## config.mk

```make
export PLATFORM = sky130hd
export DESIGN_NAME = bounded_uniform_rejection_sampler_top
export DESIGN_NICKNAME = d
export VERILOG_FILES = /design/src/hw/rtl/brs_pkg.sv /design/src/hw/rtl/brs_cell.sv /design/src/hw/rtl/bounded_uniform_rejection_sampler_top.sv
export SDC_FILE = /design/constraint.sdc
export NUM_CORES = 2
export LEC_CHECK = 0
export ABC_AREA = 1
export ABC_CLOCK_PERIOD_IN_PS = 41400
export BUFFER_PORTS_ARGS = -buffer_cell sky130_fd_sc_hd__buf_4
export CAP_MARGIN = 0
export CORE_MARGIN = 1
export CORE_UTILIZATION = 52
export CTS_BUF_LIST = sky130_fd_sc_hd__clkbuf_16
export CTS_CLUSTER_SIZE = 24
export DETAILED_ROUTE_END_ITERATION = 12
export PLACE_DENSITY = 0.68
export SLEW_MARGIN = 30
export SYNTH_ARGS = -nofsm -noshare
export SYNTH_HDL_FRONTEND = slang
export SYNTH_SLANG_ARGS = --single-unit
```

## constraint.sdc

```tcl
create_clock -name clk -period 41.4 [get_ports clk]
set_input_delay 0 -clock clk [delete_from_list [all_inputs] [get_ports clk]]
set_output_delay 0 -clock clk [all_outputs]
set_load 0.05 [all_outputs]
```

## src/hw/rtl/brs_pkg.sv

```systemverilog
// Package for the bounded uniform rejection sampler: cell and configuration types,
// word-size constants and the configuration decode function. No dependencies.
`timescale 1ns / 1ps

package brs_pkg;

	localparam int unsigned WordBits = 32;
	localparam int unsigned WidthBits = 6;
	// Narrowest chunk in the general case is two bits, so at most this many chunks.
	localparam int unsigned NumCells = WordBits / 2;
	localparam logic [WordBits-1:0] AllOnes = '1;

	typedef logic [WordBits-1:0] word_t;
	typedef logic [WidthBits-1:0] width_t;

	typedef struct packed {
		word_t  bound;        // exclusive upper bound n
		word_t  mask;         // all ones over the bit length of n
		width_t width;        // bit length of n
		logic   direct;       // n <= 1 or a power of two: no chunk search
		word_t  direct_mask;  // mask applied in the direct case
	} brs_cfg_t;

	typedef struct packed {
		logic  valid;
		logic  found;
		word_t word;          // remaining bits, current chunk in the low end
		word_t result;
	} brs_cell_t;

	function automatic width_t brs_bit_length(input word_t v);
		width_t len;
		len = '0;
		for (int i = 0; i < WordBits; i++) begin
			if (v[i]) len = width_t'(i + 1);
		end
		return len;
	endfunction

	function automatic brs_cfg_t brs_make_cfg(input word_t n);
		brs_cfg_t c;
		width_t   w;
		logic     small_n;
		logic     pow2;
		w = brs_bit_length(n);
		small_n = (n <= word_t'(1));
		pow2 = ((n & (n - word_t'(1))) == '0);
		c.bound = n;
		c.width = w;
		c.mask = AllOnes >> (width_t'(WordBits) - w);
		c.direct = small_n | pow2;
		c.direct_mask = small_n ? '0 : (n - word_t'(1));
		return c;
	endfunction

endpackage

```

## src/hw/rtl/brs_cell.sv

```systemverilog
// One cell of the chunk search chain: tests one chunk of the word against the bound.
// Depends on brs_pkg.
`timescale 1ns / 1ps

module brs_cell #(
	parameter int unsigned Index = 0
) (
	input  logic                 clk,
	input  logic                 arst_n,
	input  logic                 en,
	input  brs_pkg::brs_cfg_t    cfg,
	input  brs_pkg::brs_cell_t   d,
	output brs_pkg::brs_cell_t   q
);
	import brs_pkg::*;

	// This cell holds chunk Index, which exists only if the chunk width fits Index + 1 times in the word.
	localparam width_t MaxWidth = width_t'(WordBits / (Index + 1));

	logic      active;
	logic      hit;
	word_t     chunk;
	logic      valid_q;
	logic      found_q;
	word_t     word_q;
	word_t     result_q;

	assign chunk  = d.word & cfg.mask;
	assign active = d.valid && !d.found && (cfg.width <= MaxWidth);
	assign hit    = active && (chunk < cfg.bound);

	always_ff @(posedge clk or negedge arst_n) begin
		if (!arst_n) begin
			valid_q <= 1'b0;
		end else if (en) begin
			valid_q <= d.valid;
		end
	end

	always_ff @(posedge clk) begin
		if (en) begin
			found_q  <= d.found | hit;
			result_q <= hit ? chunk : d.result;
			word_q   <= d.word >> cfg.width;
		end
	end

	assign q = '{valid: valid_q, found: found_q, word: word_q, result: result_q};

endmodule

```

## src/hw/rtl/bounded_uniform_rejection_sampler_top.sv

```systemverilog
// Top level of the bounded uniform rejection sampler: configuration register,
// chain of brs_cell search cells and output register. Depends on brs_pkg, brs_cell.
`timescale 1ns / 1ps

// Each random word passes through a chain of 16 cells, one chunk tested per cell, and
// then an output register, which drives m_tvalid for the word. One word is taken every
// cycle while the output register is free or being emptied; the whole chain holds while
// a result waits in the output register. A rejected word gives no result. A bound of 0
// or 1 gives 0 for every word, and a power-of-two bound gives the word masked to the
// bound. The bound may only be changed while no word is in flight.
module bounded_uniform_rejection_sampler_top (
	input  logic                  clk,
	input  logic                  arst_n,
	input  logic                  cfg_we,
	input  brs_pkg::word_t        cfg_wdata,   // bound_limit
	input  logic                  s_tvalid,
	output logic                  s_tready,
	input  brs_pkg::word_t        s_tdata,     // [31:0] random_word
	output logic                  m_tvalid,
	input  logic                  m_tready,
	output brs_pkg::word_t        m_tdata      // [31:0] bounded_value
);
	import brs_pkg::*;

	brs_cfg_t  cfg_q;
	brs_cell_t chain [0:NumCells];
	logic      advance;
	logic      m_valid_q;
	word_t     m_data_q;

	always_ff @(posedge clk or negedge arst_n) begin
		if (!arst_n) begin
			cfg_q <= brs_make_cfg('0);
		end else if (cfg_we) begin
			cfg_q <= brs_make_cfg(cfg_wdata);
		end
	end

	assign advance  = !m_valid_q || m_tready;
	assign s_tready = advance;

	// Direct cases are settled on entry and simply ride down the chain.
	assign chain[0] = '{
		valid:  s_tvalid,
		found:  cfg_q.direct,
		word:   s_tdata,
		result: s_tdata & cfg_q.direct_mask
	};

	for (genvar i = 0; i < NumCells; i++) begin : g_cell
		brs_cell #(
			.Index (i)
		) u_cell (
			.clk    (clk),
			.arst_n (arst_n),
			.en     (advance),
			.cfg    (cfg_q),
			.d      (chain[i]),
			.q      (chain[i+1])
		);
	end

	always_ff @(posedge clk or negedge arst_n) begin
		if (!arst_n) begin
			m_valid_q <= 1'b0;
		end else if (advance) begin
			m_valid_q <= chain[NumCells].valid && chain[NumCells].found;
		end
	end

	always_ff @(posedge clk) begin
		if (advance) begin
			m_data_q <= chain[NumCells].result;
		end
	end

	assign m_tvalid = m_valid_q;
	assign m_tdata  = m_data_q;

endmodule

```

==> impl_metrics.env <==
export IMPL_outcome="finished, final reports clean"
export IMPL_layout_commonest_cell="nand2_1"
export IMPL_area_delta_synth_final_pct=9.39
export IMPL_critPathLaunchType="flop"
export IMPL_synth_top_family_by_area="simple AND/OR/NAND/NOR gates"
export IMPL_min_path_cells=3
export IMPL_row_count=141
export IMPL_yosysTopAreaCell="edfxtp_1"
export IMPL_worstHoldEndpoint="g_cell[0].u_cell.valid_q$_DFFE_PN0P_"
export IMPL_fin_hold_ws_ns=0.0420
export IMPL_power_density_nw_per_um2=59.9
export IMPL_wl_per_cell_um=28.6
export IMPL_first_pass_iters=9
export IMPL_use_met3=0.0887
export IMPL_drc_errors=0
export IMPL_endpoint_kind="flop"
export IMPL_cp_common_cell="o21ai_0"
export IMPL_ctsRootBufferMaster="clkbuf_16"
export IMPL_asyncSetResetFlopFracSynth=0.103
export IMPL_start_util=0.525
export IMPL_final_nets=10400
export IMPL_reg2reg_depth=10
export IMPL_cts_tree="done"
export IMPL_synth_area_um2=77700
export IMPL_required_ns=42.06
export IMPL_crit_slowest_cell="buf_4"
export IMPL_dpl_hpwl_um=247000
export IMPL_cp_arrival_ns=5.82
export IMPL_setup_violations=0
export IMPL_insertion_delay_ns=0.80
export IMPL_grtUsageMet2=0.733
export IMPL_timing_fmax_ghz=0.194
export IMPL_vdd_ir_drop_max_mv=0.0509
export IMPL_syn_nets=10600
export IMPL_gp_congestion=1.08
export IMPL_synth_cell_type_count=57
export IMPL_antenna_found_initial=19
export IMPL_fin_tns_setup_ns=0
export IMPL_synthTopCellsByArea="edfxtp_1, nand2_1, ha_1, o21ai_0, inv_1"
export IMPL_crit_chain="inv_8 > buf_4 > buf_12 > nand2_1 > o21ai_0 > o21ai_0 > nand2_1 > o21ai_0 > o22ai_1 > a22o_1"
export IMPL_hold_violations=0
export IMPL_rsz0062_at_grt="no"
export IMPL_use_met1=0.479
export IMPL_slew_headroom=0.208
export IMPL_gr_max_usage_layer="met2"
export IMPL_max_clock_path_buffers=3
export IMPL_clock_sinks=1159
export IMPL_fin_crit_sh=0.125
export IMPL_synth_xor_area_frac=0.000113
export IMPL_via_count=74800
export IMPL_dieHeight_um=389
export IMPL_cts_made_buffers=142
export IMPL_leakagePower_nw=40.5
export IMPL_r2r_start="cfg_q[33]$_DFFE_PN0P_"
export IMPL_fin_total_pwr_mw=5.09
export IMPL_grt_pass1_vias=72500
export IMPL_r2r_end="g_cell[14].u_cell.word_q[1]$_SDFFCE_PP0P_"
export IMPL_max_stage_delay_ns=0.86
export IMPL_grt_overflow_total=0
export IMPL_yosysSeqAreaShare=0.440
export IMPL_cap_violations=0
export IMPL_final_cell_mix="nand2_1, o21ai_0, edfxtp_1, inv_1, ha_1"
export IMPL_syn_avg_cell_area_um2=7.79
export IMPL_ioPinCount=103
export IMPL_skew_ns=0.0284
export IMPL_period_minus_slack_ns=5.16
export IMPL_synthAdderAreaFrac=0.0860
export IMPL_portBuffers=102
export IMPL_core_area_um2=148000
export IMPL_synth_simple_area_share=0.226
export IMPL_htree_levels=4
export IMPL_grt_usage=0.447
export IMPL_critical_path_class="reg -> reg"
export IMPL_dr_first_iter_drc_count=8511
export IMPL_grt_max_degree=198
export IMPL_finalMaxSlewViolations=0
export IMPL_hold_path_class="in -> reg"
export IMPL_grt_pass1_wl_um=486000
export IMPL_layout_drive_gt1_share=0.0577
export IMPL_synth_top_cell_area_share=0.402
export IMPL_regToRegSetupSlack_ns=36.24
export IMPL_hp_start="s_tvalid"
export IMPL_yosys_mux_area_fraction=0.00673
export IMPL_ys_flop_type="edfxtp_1"
export IMPL_die_width_um=389
export IMPL_yosys_warnings=0
export IMPL_final_antenna_net_count=0
export IMPL_synth_compound_area_frac=0.166
export IMPL_avgViaCountPerCell=6.31
export IMPL_synthCells=9977
export IMPL_wl_um=340000
export IMPL_ys_ff_latch=1159
export IMPL_clk_pin_slew_ns=0.06
export IMPL_synth_edf_count=1040
export IMPL_critPathMaxFanout=197
export IMPL_die_area_um2=151000
export IMPL_fill_cells=13600
export IMPL_tightestPinTransition_ns=1.19
how the worst max path moves through the flow:
stage                          startpoint                                        end  cells after the start
CTS                 cfg_q[33]$_DFFE_PN0P_  g_cell[14].u_cell.word_q[1]$_SDFFCE_PP0P_                     10
detailed placement  cfg_q[33]$_DFFE_PN0P_  g_cell[14].u_cell.word_q[1]$_SDFFCE_PP0P_                     10
floorplan            m_tvalid$_DFFE_PN0P_      g_cell[15].u_cell.valid_q$_DFFE_PN0P_                      3
global placement    cfg_q[33]$_DFFE_PN0P_  g_cell[14].u_cell.word_q[1]$_SDFFCE_PP0P_                     10
global route        cfg_q[33]$_DFFE_PN0P_  g_cell[14].u_cell.word_q[1]$_SDFFCE_PP0P_                     10
finish              cfg_q[33]$_DFFE_PN0P_  g_cell[14].u_cell.word_q[1]$_SDFFCE_PP0P_                     10
per-layer routing:
metal,part of all wire,vias up
li1,-,33800
met1,0.33,34900
met2,0.46,4564
met3,0.088,1592
met4,0.12,14
met5,0.00026,-
sequential cells by signal, indices dropped and copies added, names as in the netlist:
| name | cells |
|---|---|
| g_cell.u_cell.result_q | 512 |
| m_tdata | 32 |
| m_tvalid | 1 |
| g_cell.u_cell.valid_q | 16 |
| g_cell.u_cell.word_q | 480 |
| g_cell.u_cell.found_q | 16 |
| cfg_q | 102 |
synthesized netlist by cell type (4+ instances only):
cell type  count
inv_1        872
o21ai_0     1327
a2111oi_0      7
nor2_1       483
nand3_1      425
or2_2         35
dfrtp_1      118
nand2_4        4
a31oi_1       94
clkbuf_1     502
o221a_2       11
nand2_1     3360
edfxtp_1    1040
buf_2         46
nand4_1       69
a211oi_1      27
nor4_1        15
o221ai_1      99
a22o_1        27
a22oi_1       24
inv_2         10
ha_1         534
o31ai_1       31
buf_1         94
nor3_1        26
o31a_1         4
mux2i_1       50
a21oi_1      295
o21bai_1       4
o22ai_1      160
nand3b_1       4
o21a_1        14
o21ai_1       22
o211ai_1      89
o2111ai_1      7
a221oi_1       8
timing repair:
item,CTS,global route
buffers inserted,0,0
endpoints found under the hold margin,229,0
hold buffers,70,0
gates resized for setup,0,0
final cells by class:
class,count,area (um^2),area share
multi-input cells,7288,37900,0.446
flip-flops and latches,1159,34200,0.403
clock buffers,144,3600,0.0424
inverters,885,3360,0.0395
repair buffers,340,2830,0.0332
well taps,1930,2410,0.0284
clock inverters,112,653,0.00768
diodes,8,20.0,0.000236
power by group:
| group | switching, mW | internal (mW) | total (mW) |
|---|---|---|---|
| Clock | 0.526 | 0.660 | 1.19 |
| Combinational | 1.17 | 0.484 | 1.65 |
| Sequential | 0.385 | 1.87 | 2.26 |
| Total | 2.08 | 3.01 | 5.09 |
worst max-delay path: cells and delay by family, from the launching register on:
family,cells,cell delay (ns)
buf+inv,3,2.12
compound gates,5,1.61
flops,1,0.69
simple gates,2,0.28
kinds of logic after synthesis:
group,Yosys count
AOI/OAI and AO/OA,2273
xor gates and xnor gates,1
adders and majority gates,534
buffers and inverters,1530
DFF,1159
muxes,52
and+or+nand+nor,4428
per-stage QoR:
| stage | utilization | cells | area (um^2) | worst slack (ns) |
|---|---|---|---|---|
| after floorplan | - | 9977 | 77700 | 9.89 |
| final | 0.574 | 11900 | 85000 | 36.24 |
| after global routing | 0.574 | 11900 | 85000 | 36.07 |
| after CTS | 0.573 | 11900 | 84900 | 36.45 |
| after global placement | 0.539 | 11500 | 79800 | 36.48 |
| after detailed placement | 0.540 | 11500 | 79900 | 36.46 |
(Power assumes the default switching activity.)
